### config.mk
export PLATFORM = sky130hd
export DESIGN_NAME = modular_power_fixed_modulus_flat
export DESIGN_NICKNAME = d
export VERILOG_FILES = /design/src/hw/rtl/mpf_pkg.sv /design/src/hw/rtl/mpf_if.sv /design/src/hw/rtl/mpf_modmul.sv /design/src/hw/rtl/modular_power_fixed_modulus.sv /design/src/flat_wrapper.sv
export SDC_FILE = /design/constraint.sdc
export NUM_CORES = 2
export LEC_CHECK = 0
export BUFFER_PORTS_ARGS = -buffer_cell sky130_fd_sc_hd__clkbuf_2
export CORE_MARGIN = 4
export CORE_UTILIZATION = 60
export CTS_CLUSTER_DIAMETER = 200
export CTS_CLUSTER_SIZE = 10
export DETAILED_ROUTE_END_ITERATION = 6
export GPL_TIMING_DRIVEN = 0
export MAX_ROUTING_LAYER = met4
export PLACE_DENSITY = 0.9
export SLEW_MARGIN = 20
export SYNTH_ARGS = -nofsm -noshare
export SYNTH_HDL_FRONTEND = slang
export SYNTH_SLANG_ARGS = --single-unit
### constraint.sdc
create_clock -name clk_i -period 8 [get_ports clk_i]
set_clock_uncertainty 0.05 [all_clocks]
set_input_delay 2 -clock clk_i [delete_from_list [all_inputs] [get_ports clk_i]]
set_output_delay 2 -clock clk_i [all_outputs]
set_load 0.01 [all_outputs]
### src/hw/rtl/mpf_pkg.sv
`default_nettype none

package mpf_pkg;

  // Field widths
  localparam int unsigned BaseW      = 24;
  localparam int unsigned ExpPortW   = 32;
  localparam int unsigned PowerW     = 24;
  localparam int unsigned ExpWidthDef = 32;

  // Fixed modulus, 2^23 <= M < 2^24
  localparam int unsigned ModW = 24;
  localparam logic [ModW-1:0] Modulus = 24'd10000007;

  // Barrett constant floor(2^(2*ModW) / M), fits in ModW+1 bits
  localparam longint unsigned BarrettMuFull = (64'd1 << (2 * ModW)) / 64'(Modulus);
  localparam logic [ModW:0]   BarrettMu     = (ModW + 1)'(BarrettMuFull);

  // Shared multiplier operands and product
  localparam int unsigned OpW   = ModW + 1;
  localparam int unsigned ProdW = 2 * OpW;

  // Barrett remainder before correction stays below 3*M
  localparam int unsigned RemW = ModW + 2;

  typedef struct packed {
    logic            start;
    logic [ModW-1:0] a;
    logic [ModW-1:0] b;
  } mm_req_t;

  typedef struct packed {
    logic            done;
    logic [ModW-1:0] res;
  } mm_rsp_t;

endpackage

`default_nettype wire

### src/hw/rtl/mpf_if.sv
`default_nettype none

interface mpf_in_if;
  logic                          valid;
  logic                          ready;
  logic [mpf_pkg::BaseW-1:0]     base;
  logic [mpf_pkg::ExpPortW-1:0]  exponent;

  modport source (output valid, output base, output exponent, input ready);
  modport sink   (input valid, input base, input exponent, output ready);
endinterface

interface mpf_out_if;
  logic                        valid;
  logic                        ready;
  logic [mpf_pkg::PowerW-1:0]  power;

  modport source (output valid, output power, input ready);
  modport sink   (input valid, input power, output ready);
endinterface

`default_nettype wire

### src/hw/rtl/mpf_modmul.sv
`default_nettype none

// Multi-cycle modular multiply (Barrett), one shared 25x25 multiplier.
// start -> done_q through QUOT, TERM, SUB and FIX; a new start is taken in the done cycle.
module mpf_modmul (
  input  wire logic             clk_i,
  input  wire logic             rst_ni,
  input  wire mpf_pkg::mm_req_t req_i,
  output mpf_pkg::mm_rsp_t      rsp_o
);

  localparam int unsigned ModW  = mpf_pkg::ModW;
  localparam int unsigned OpW   = mpf_pkg::OpW;
  localparam int unsigned ProdW = mpf_pkg::ProdW;
  localparam int unsigned RemW  = mpf_pkg::RemW;

  localparam logic [RemW-1:0] Mod1x = RemW'(mpf_pkg::Modulus);
  localparam logic [RemW-1:0] Mod2x = RemW'(2 * 32'(mpf_pkg::Modulus));

  typedef enum logic [2:0] {
    MM_IDLE,
    MM_QUOT,
    MM_TERM,
    MM_SUB,
    MM_FIX
  } state_e;

  state_e            state_q, state_d;
  logic [ProdW-1:0]  prod_q, prod_d;
  logic [RemW-1:0]   plo_q, plo_d;
  logic [RemW-1:0]   rem_q, rem_d;
  logic [ModW-1:0]   res_q, res_d;
  logic              done_q, done_d;
  logic [OpW-1:0]    op_a, op_b;

  always_comb begin
    state_d = state_q;
    prod_d  = prod_q;
    plo_d   = plo_q;
    rem_d   = rem_q;
    res_d   = res_q;
    done_d  = 1'b0;
    op_a    = {1'b0, req_i.a};
    op_b    = {1'b0, req_i.b};
    unique case (state_q)
      MM_IDLE: begin
        // full product P = a*b
        if (req_i.start) begin
          prod_d  = op_a * op_b;
          state_d = MM_QUOT;
        end
      end
      MM_QUOT: begin
        // q2 = (P >> (n-1)) * mu
        op_a    = {1'b0, prod_q[2*ModW-2:ModW-1]};
        op_b    = mpf_pkg::BarrettMu;
        plo_d   = prod_q[RemW-1:0];
        prod_d  = op_a * op_b;
        state_d = MM_TERM;
      end
      MM_TERM: begin
        // t = (q2 >> (n+1)) * M
        op_a    = {1'b0, prod_q[2*ModW:ModW+1]};
        op_b    = {1'b0, mpf_pkg::Modulus};
        prod_d  = op_a * op_b;
        state_d = MM_SUB;
      end
      MM_SUB: begin
        // r = P - t, below 3M so low bits suffice
        rem_d   = plo_q - prod_q[RemW-1:0];
        state_d = MM_FIX;
      end
      MM_FIX: begin
        priority if (rem_q >= Mod2x) begin
          res_d = ModW'(rem_q - Mod2x);
        end else if (rem_q >= Mod1x) begin
          res_d = ModW'(rem_q - Mod1x);
        end else begin
          res_d = ModW'(rem_q);
        end
        done_d  = 1'b1;
        state_d = MM_IDLE;
      end
      default: begin
        state_d = MM_IDLE;
      end
    endcase
  end

  always_ff @(posedge clk_i or negedge rst_ni) begin
    if (!rst_ni) begin
      state_q <= MM_IDLE;
      done_q  <= 1'b0;
      prod_q  <= '0;
      plo_q   <= '0;
      rem_q   <= '0;
      res_q   <= '0;
    end else begin
      state_q <= state_d;
      done_q  <= done_d;
      prod_q  <= prod_d;
      plo_q   <= plo_d;
      rem_q   <= rem_d;
      res_q   <= res_d;
    end
  end

  assign rsp_o.done = done_q;
  assign rsp_o.res  = res_q;

endmodule

`default_nettype wire

### src/hw/rtl/modular_power_fixed_modulus.sv
// Sequence: once a request is accepted, the exponent is scanned MSB first with one square
//   per bit (EXP_WIDTH squares) and one multiply by base per set bit among the used bits.
// Throughput: one request at a time; ready returns in the same cycle as the result is
//   registered; every square and multiply runs on the shared multiplier; a result still
//   held at the output stalls until taken.
// Reset: asynchronous, active low; clears the sequencer and the output valid.
`default_nettype none

module modular_power_fixed_modulus #(
  parameter int unsigned EXP_WIDTH = mpf_pkg::ExpWidthDef  // 1..64
) (
  input  wire logic   clk_i,
  input  wire logic   rst_ni,
  mpf_in_if.sink      in_i,
  mpf_out_if.source   out_o
);

  localparam int unsigned ModW     = mpf_pkg::ModW;
  localparam int unsigned ExpPortW = mpf_pkg::ExpPortW;
  localparam int unsigned CntW     = (EXP_WIDTH > 1) ? $clog2(EXP_WIDTH) : 1;

  // Sequencer
  //   ST_IDLE : ready for a request
  //   ST_SQR  : first square of the accumulator (acc = 1)
  //   ST_WSQ  : waiting on a square; on done, multiply by base if the bit is set
  //   ST_WMUL : waiting on the base multiply
  //   ST_DONE : move the accumulator to the output register once it is free
  typedef enum logic [2:0] {
    ST_IDLE,
    ST_SQR,
    ST_WSQ,
    ST_WMUL,
    ST_DONE
  } state_e;

  state_e                 state_q, state_d;
  logic [ModW-1:0]        acc_q, acc_d;
  logic [ModW-1:0]        base_q, base_d;
  logic [EXP_WIDTH-1:0]   exp_q, exp_d;
  logic [CntW-1:0]        cnt_q, cnt_d;
  logic [ModW-1:0]        power_q, power_d;
  logic                   out_valid_q, out_valid_d;

  logic [EXP_WIDTH-1:0]   exp_in;
  logic [ModW-1:0]        base_red;
  logic                   last_bit;

  mpf_pkg::mm_req_t       mm_req;
  mpf_pkg::mm_rsp_t       mm_rsp;

  // Only the low EXP_WIDTH exponent bits count; a wider scan sees leading zeros
  if (EXP_WIDTH <= ExpPortW) begin : g_exp_trunc
    assign exp_in = in_i.exponent[EXP_WIDTH-1:0];
  end else begin : g_exp_ext
    assign exp_in = {{(EXP_WIDTH - ExpPortW){1'b0}}, in_i.exponent};
  end

  // Base is below 2^24 < 2M, so one conditional subtract reduces it
  assign base_red = (in_i.base >= mpf_pkg::Modulus) ? (in_i.base - mpf_pkg::Modulus)
                                                    : in_i.base;

  assign last_bit = (cnt_q == '0);

  always_comb begin
    state_d     = state_q;
    acc_d       = acc_q;
    base_d      = base_q;
    exp_d       = exp_q;
    cnt_d       = cnt_q;
    power_d     = power_q;
    out_valid_d = out_valid_q && !out_o.ready;
    mm_req      = '{start: 1'b0, a: acc_q, b: acc_q};

    unique case (state_q)
      ST_IDLE: begin
        if (in_i.valid) begin
          base_d  = base_red;
          exp_d   = exp_in;
          cnt_d   = CntW'(EXP_WIDTH - 1);
          acc_d   = ModW'(1);
          state_d = ST_SQR;
        end
      end
      ST_SQR: begin
        mm_req  = '{start: 1'b1, a: acc_q, b: acc_q};
        state_d = ST_WSQ;
      end
      ST_WSQ: begin
        if (mm_rsp.done) begin
          acc_d = mm_rsp.res;
          if (exp_q[EXP_WIDTH-1]) begin
            mm_req  = '{start: 1'b1, a: mm_rsp.res, b: base_q};
            state_d = ST_WMUL;
          end else if (last_bit) begin
            state_d = ST_DONE;
          end else begin
            // next bit: square right away
            exp_d   = exp_q << 1;
            cnt_d   = cnt_q - CntW'(1);
            mm_req  = '{start: 1'b1, a: mm_rsp.res, b: mm_rsp.res};
            state_d = ST_WSQ;
          end
        end
      end
      ST_WMUL: begin
        if (mm_rsp.done) begin
          acc_d = mm_rsp.res;
          if (last_bit) begin
            state_d = ST_DONE;
          end else begin
            exp_d   = exp_q << 1;
            cnt_d   = cnt_q - CntW'(1);
            mm_req  = '{start: 1'b1, a: mm_rsp.res, b: mm_rsp.res};
            state_d = ST_WSQ;
          end
        end
      end
      ST_DONE: begin
        // wait for the output register if the previous result is still held
        if (!out_valid_q || out_o.ready) begin
          power_d     = acc_q;
          out_valid_d = 1'b1;
          state_d     = ST_IDLE;
        end
      end
      default: begin
        state_d = ST_IDLE;
      end
    endcase
  end

  always_ff @(posedge clk_i or negedge rst_ni) begin
    if (!rst_ni) begin
      state_q     <= ST_IDLE;
      out_valid_q <= 1'b0;
      acc_q       <= '0;
      base_q      <= '0;
      exp_q       <= '0;
      cnt_q       <= '0;
      power_q     <= '0;
    end else begin
      state_q     <= state_d;
      out_valid_q <= out_valid_d;
      acc_q       <= acc_d;
      base_q      <= base_d;
      exp_q       <= exp_d;
      cnt_q       <= cnt_d;
      power_q     <= power_d;
    end
  end

  // Shared modular multiplier
  mpf_modmul u_modmul (
    .clk_i  (clk_i),
    .rst_ni (rst_ni),
    .req_i  (mm_req),
    .rsp_o  (mm_rsp)
  );

  assign in_i.ready  = (state_q == ST_IDLE);
  assign out_o.valid = out_valid_q;
  assign out_o.power = power_q;

endmodule

`default_nettype wire

### src/flat_wrapper.sv
// flat-port wrapper written by rule: the top's interface ports become plain ports
module modular_power_fixed_modulus_flat 
#(
  parameter int unsigned EXP_WIDTH = mpf_pkg::ExpWidthDef          
)
  (clk_i, rst_ni, in_i_valid, in_i_base, in_i_exponent, in_i_ready, out_o_valid, out_o_power, out_o_ready);
  mpf_in_if in_i_i ();
  mpf_out_if out_o_i ();
  input  wire logic clk_i;
  input  wire logic rst_ni;
  input wire logic [$bits(in_i_i.valid)-1:0] in_i_valid;
  input wire logic [$bits(in_i_i.base)-1:0] in_i_base;
  input wire logic [$bits(in_i_i.exponent)-1:0] in_i_exponent;
  output wire logic [$bits(in_i_i.ready)-1:0] in_i_ready;
  output wire logic [$bits(out_o_i.valid)-1:0] out_o_valid;
  output wire logic [$bits(out_o_i.power)-1:0] out_o_power;
  input wire logic [$bits(out_o_i.ready)-1:0] out_o_ready;
  assign in_i_i.valid = in_i_valid;
  assign in_i_i.base = in_i_base;
  assign in_i_i.exponent = in_i_exponent;
  assign in_i_ready = in_i_i.ready;
  assign out_o_valid = out_o_i.valid;
  assign out_o_power = out_o_i.power;
  assign out_o_i.ready = out_o_ready;
  modular_power_fixed_modulus #(.EXP_WIDTH(EXP_WIDTH)) u_core (.clk_i(clk_i), .rst_ni(rst_ni), .in_i(in_i_i), .out_o(out_o_i));
endmodule
# After elaboration in Yosys (flattened, before gate mapping)
# Index checks and enable logic that the tools add are counted.
dict set report classes {
  add_sub_neg 5
  mul 3
  div 0
  n_lt_le_gt_ge 3
  n_eq_ne 17
  shifts 0
  n_mux 38
  bitwise 0
  n_reduce_logical 19
}
# cell count
set op_table {}
lappend op_table {{$pmux 49 s3} 2}
lappend op_table {{$mux 49} 5}
lappend op_table {{$mux 32} 6}
lappend op_table {{$mux 24} 5}
lappend op_table {{$pmux 32 s3} 1}
lappend op_table {{$mul 24x25->49 const B} 1}
lappend op_table {{$mul 24x24->48} 1}
lappend op_table {{$mul 24x24->48 const B} 1}
lappend op_table {{$pmux 24 s2} 1}
lappend op_table {{$sub 24x24->24 const B} 2}
lappend op_table {{$ge 26x24->1 const B} 1}
lappend op_table {{$ge 26x25->1 const B} 1}
lappend op_table {{$sub 26x26->26} 1}
lappend op_table {{$mux 5} 5}
lappend op_table {{$ge 24x24->1 const B} 1}
lappend op_table {{$sub 24x22->24 const B} 1}
lappend op_table {{$mux 3} 7}
lappend op_table {{$pmux 3 s5} 1}
lappend op_table {{$pmux 5 s3} 1}
lappend op_table {{$eq 3x2->1 const B} 4}
lappend op_table {{$ne 2x2->1 const B} 6}
lappend op_table {{$pmux 3 s4} 1}
lappend op_table {{$reduce_and 5->1} 2}
lappend op_table {{$reduce_and 7->1} 1}
lappend op_table {{other kinds (16)} 27}
dict set report word_totals {
  regBits 242
  latch_bits 0
  mem_bits_rw 0
  romBits 0
  mem_count 0
}

# Depth between registers and ports, before layout
dict set report logic_depth {
  word_depth 8
  ltp_mapped 41
  mapped_depth_nobuf 37
}

# Modules after synthesis
# From an unflattened synthesis, not the netlist that was laid out.
dict set report unflattened {
  hier_cells 5867
  area_unflattened_um2 53247.3
}
# mod n_inst cells_each area_each_um2
set by_module_without_submodules {}
lappend by_module_without_submodules {mpf_modmul 1 5140 46776.1}
lappend by_module_without_submodules {modular_power_fixed_modulus 1 727 6471.2}

# Worst setup path after synthesis
# OpenSTA, ideal clock, no wires.
dict set report synth_path {
  kind {register -> register}
  startpoint {register u_core.cnt_q[0]}
  endpoint {register u_core.u_modmul.prod_q[36]}
  arrival_time_ps 8588
  t_required_ps 7817
  setup_slack_ps -771
  stages_incl_launch_ff 38
  n_path_buf 3
  period_less_slack_ps 8771
  cell_sequence {dfrtp_1 > inv_1 > ha_1 > or4b_4 > nand2_2 > a21boi_1 > buf_2 > nor2_1 > a21oi_1 > nor2_1 > a21oi_1 > o22ai_1 > buf_4 > nor2_1 > fa_1 > fa_1 > inv_1 > fa_1 > [... 2 more ...] > inv_1 > fa_1 > inv_1 > fa_1 > inv_1 > fa_1 > inv_1 > ha_1 > clkbuf_2 > and3_1 > a221oi_2 > a31oi_1 > a211oi_1 > a21oi_1 > a311o_1 > xnor2_1 > a221oi_1 > o22ai_1}
}
dict set report synth_between {
  elab_chain_len 8
  word_cells_on_any_way 11
  classes_between {mul: 1; eq/ne: 1; mux: 7; reduce/logical: 2}
}
# element line
set synth_rtl {}
lappend synth_rtl {{start: declaration} modular_power_fixed_modulus.sv:40} ;# logic [CntW-1:0] cnt_q, cnt_d;
lappend synth_rtl {{start signal: assignment} modular_power_fixed_modulus.sv:147} ;# cnt_q <= cnt_d;
lappend synth_rtl {{$logic_not 5->1 (*)} modular_power_fixed_modulus.sv:62} ;# assign last_bit = (cnt_q == '0);
lappend synth_rtl {{$mux 49 (*)} {modular_power_fixed_modulus.sv:94, modular_power_fixed_modulus.sv:108}}
lappend synth_rtl {{$mux 49} modular_power_fixed_modulus.sv:91} ;# if (exp_q[EXP_WIDTH-1]) begin
lappend synth_rtl {{$mux 49} modular_power_fixed_modulus.sv:89} ;# if (mm_rsp.done) begin
lappend synth_rtl {{$pmux 49 s3 (*)} modular_power_fixed_modulus.sv:74} ;# unique case (state_q)
lappend synth_rtl {{$mul 24x24->48} mpf_modmul.sv:49} ;# prod_d = op_a * op_b;
lappend synth_rtl {{$mux 49} mpf_modmul.sv:48} ;# if (req_i.start) begin
lappend synth_rtl {{$pmux 49 s3} mpf_modmul.sv:45} ;# unique case (state_q)
lappend synth_rtl {{end signal: assignment} mpf_modmul.sv:101} ;# prod_q <= prod_d;
lappend synth_rtl {{end: declaration} mpf_modmul.sv:29} ;# logic [ProdW-1:0] prod_q, prod_d;
# Every way passes the cells marked *; elsewhere a longest branch is shown, timed or not. The select of a mux whose other input is x is not followed.
# A chain may end at the register's enable or synchronous reset.

# Worst setup path after layout
dict set report layout_path {
  startpoint {register u_core.cnt_q[0]}
  endpoint {register u_core.u_modmul.prod_q[47]}
}
# Same word-level chain as after synthesis.

==> metrics.md <==
| Metric | Value |
|---|---|
| Status | finished, violations left |
| Violated checks | DRC, setup timing |
| DP Wirelength | 149.6 mm |
| Global route overflow | 0 |
| Leading cell types in the layout, fill and taps excluded | inv_1 (1276), fa_1 (874), nand2_1 (697) |
| CTS tree | built |
| Worst-Skew Late Latency | 0.60 ns |
| Slew @ Worst Pin | 1.149 ns |
| CP max FO | 10 |
| CTS sink cnt | 242 |
| Category of the most critical setup path | flop to flop |
| Drt initial violations | 5296 |
| Die width | 307.2 um |
| Fin worst setup slack | -1.403 ns |
| Most common cell after layout, fill and taps aside | inv_1 |
| Number of synthesized register bits | 242 |
| CP max stage delay | 0.61 ns |
| Synth warn | 0 |
| Largest cells by area after synthesis | fa_1 (33%), ha_1 (16%), dfrtp_1 (11%) |
| Biggest area consumer among synthesized cells | fa_1 |
| Mux cell area share after synthesis | 0.7129% |
| Placed inst area | 56090 um^2 |
| Largest net degree at the start of global routing | 92 |
| Final min period | 9.403 ns |
| Worst hold path type | flop to flop |
| Crit path DAT | 9.84 ns |
| Register area share after synthesis | 11.28% |
| Number of flops mapped to enable cells by yosys | 0 |
| Design area | 60950 um^2 |
| Net count after synthesis | 7745 |
| Worst slack, placed | -2.582 ns |
| Worst-path clk slew | 0.06 ns |
| First-pass GRT wire length | 286.9 mm |
| Startpoint types | flop |
| Die Y | 307.2 um |
| Gr usage total | 41.44% |
| # setup viols final | 35 |
| Mapped Cells | 6097 |
| Simple-gate area share of the yosys netlist | 11.00% |
| CTS root buffer | clkbuf_16 |
| DR WL/cell | 25.29 um |
| CTS Buffer Depth | 3 |
| Layout Nets | 8051 |
| Cts hold-fix bufs | 0 |
| Core Region | 88650 um^2 |
| CP endpoint kind | flop |
| Asr flop ratio synth | 100.0% |
| Post-Synthesis Cell Area | 53710 um^2 |
| Dpl cells | 7352 |
| RSZ-0062 raised after global routing | yes |
| Post-synth cell types | 95 |
| Fill cell count | 6741 |
| Vias | 47019 |
| Syn avg cell area | 8.809 um^2 |
| Non-filler cells, final | 7573 |
| Starting density of the core | 60.59% |
| Via/cell ratio | 6.209 |
| Rel. slew slack | 23.39% |
| Top_reg_cell synth | dfrtp_1 |
| Num CTS Buffers | 28 |
| Port-buffer cells | 85 |
| Pins Over Slew Limit | 0 |
| Top cell type's share of synthesized area | 33.40% |
| # DRC | 33 |
| Number of antenna violations at the first check in global routing | 3 |
| # rows | 109 |
| GPL Wtd Cong | 1.095 |
| Area grow syn2layout | 13.49% |
| XOR/XNOR Fraction of Synth Area | 3.098% |
| Layout cells sized above 1 | 13.51% |
| Post-DRT Antenna Nets | 0 |
| H-tree lvl count | 1 |
| First-pass iteration count of the detailed router | 7 |
| Max cap viols | 0 |
| Final Hold Fails | 0 |
| WP data required | 8.44 ns |
| Fin crit share | 117.5% |
| Main combinational cell family by area after synthesis | adder cells |
| Most used cell, CP | fa_1 |
| Area share of fa/ha/maj cells after synthesis | 49.52% |
| Drt total wl | 191.6 mm |
| Vias in the first global route | 48298 |
| Achievable Freq | 0.1064 GHz |
| Die Area | 94360 um^2 |
| I/O pin cnt | 86 |
| CP max stage cell | fa_2 |
| Synth Area in Compound Gates | 13.26% |
==> synth_stat cells, types with 49 or more instances <==
| master | n |
|---|---|
| a21oi_1 | 249 |
| ha_1 | 692 |
| inv_1 | 1302 |
| xnor2_1 | 108 |
| a21o_1 | 79 |
| nand2_1 | 719 |
| dfrtp_1 | 242 |
| nor2_1 | 384 |
| clkbuf_1 | 184 |
| xor2_1 | 82 |
| buf_2 | 55 |
| o21ai_0 | 260 |
| fa_1 | 896 |
| o22ai_1 | 49 |
==> sequential cells by signal, indices dropped and copies added (netlist names) <==
signal and cells:
u_core.acc_q 24, u_core.base_q 24, u_core.cnt_q 5, u_core.exp_q 32, u_core.out_o.power 24, u_core.out_o.valid 1
u_core.state_q 3, u_core.u_modmul.done_q 1, u_core.u_modmul.plo_q 26, u_core.u_modmul.prod_q 49, u_core.u_modmul.rem_q 26, u_core.u_modmul.res_q 24
u_core.u_modmul.state_q 3
==> routing by layer <==
layer | vias to the layer above | GRT usage [%] | part of all wire [%] | wire (um)
li1 | 20017 | - | - | -
met4 | 0 | 29.14 | 10 | 19400
met5 | - | - | 0 | 0
met3 | 1088 | 8.651 | 11 | 20330
met1 | 22966 | 48.60 | 35 | 66370
met2 | 2948 | 64.17 | 45 | 85460
==> cell type report <==
class / instances / area, um^2 / share of cell area [%]
clock inverters: 2 / 25.02 / 0.04105
well taps: 1165 / 1458 / 2.391
diodes: 4 / 10.01 / 0.01642
repair buffers: 291 / 2369 / 3.886
flip-flops and latches: 242 / 6065 / 9.950
multi-input cells: 4295 / 43760 / 71.80
plain buffers: 240 / 1645 / 2.699
clock buffers: 29 / 714.4 / 1.172
inverters: 1305 / 4903 / 8.045
==> per-stage QoR <==
step | hold WS [ns] | utilization [%] | setup TNS [ns]
floorplan | 0.3911 | - | -2.428
global placement | 0.4155 | 63.15 | -96.43
detailed placement | 0.4250 | 63.27 | -74.86
CTS | 0.4373 | 66.49 | -30.16
global route | 0.4605 | 68.75 | -39.86
finish | 0.4340 | 68.76 | -33.54
==> path summary, 6_finish.rpt <==
kind | startpoint | endpoint | slack [ns] | cells past startpoint
max in group asynchronous | rst_ni | u_core.u_modmul.prod_q[42]$_DFFE_PN0P_ | 5.10 | 3
min reg2reg | u_core.u_modmul.plo_q[14]$_DFFE_PN0P_ | u_core.u_modmul.plo_q[14]$_DFFE_PN0P_ | 0.43 | 2
max | u_core.cnt_q[0]$_DFFE_PN0P_ | u_core.u_modmul.prod_q[47]$_DFFE_PN0P_ | -1.40 | 34
max reg2reg | u_core.cnt_q[0]$_DFFE_PN0P_ | u_core.u_modmul.prod_q[47]$_DFFE_PN0P_ | -1.40 | 34
min | u_core.u_modmul.plo_q[14]$_DFFE_PN0P_ | u_core.u_modmul.plo_q[14]$_DFFE_PN0P_ | 0.43 | 2
min in group asynchronous | rst_ni | u_core.exp_q[7]$_DFFE_PN0P_ | 1.39 | 1
==> what timing repair did <==
action / 4_1_cts / 5_1_grt
hold endpoints to repair: 0 / 0
buffers inserted: 94 / 104
pin swaps: 86 / 138
setup endpoints to repair: 39 / 39
resized for setup: 340 / 307
gates cloned: 3 / 3
==> critical path, delay by kind of cell (launching register included) <==
kind	cells	cell delay (ns)
AO/OA/AOI/OAI	8	1.50
adder cells (fa/ha/maj)	9	4.17
buffers and inverters	9	1.06
flip-flops	1	0.42
AND/OR/NAND/NOR	8	2.08
==> cells by family after synthesis <==
logic type / after synthesis
AOI/OAI and AO/OA: 1088
xor gates and xnor gates: 190
adders and majority gates: 1588
buffers and inverters: 1561
DFF: 242
muxes: 35
and+or+nand+nor: 1393
Power is not shown: default switching activity piles up to over one toggle a cycle in this logic, so the estimate is an artifact.
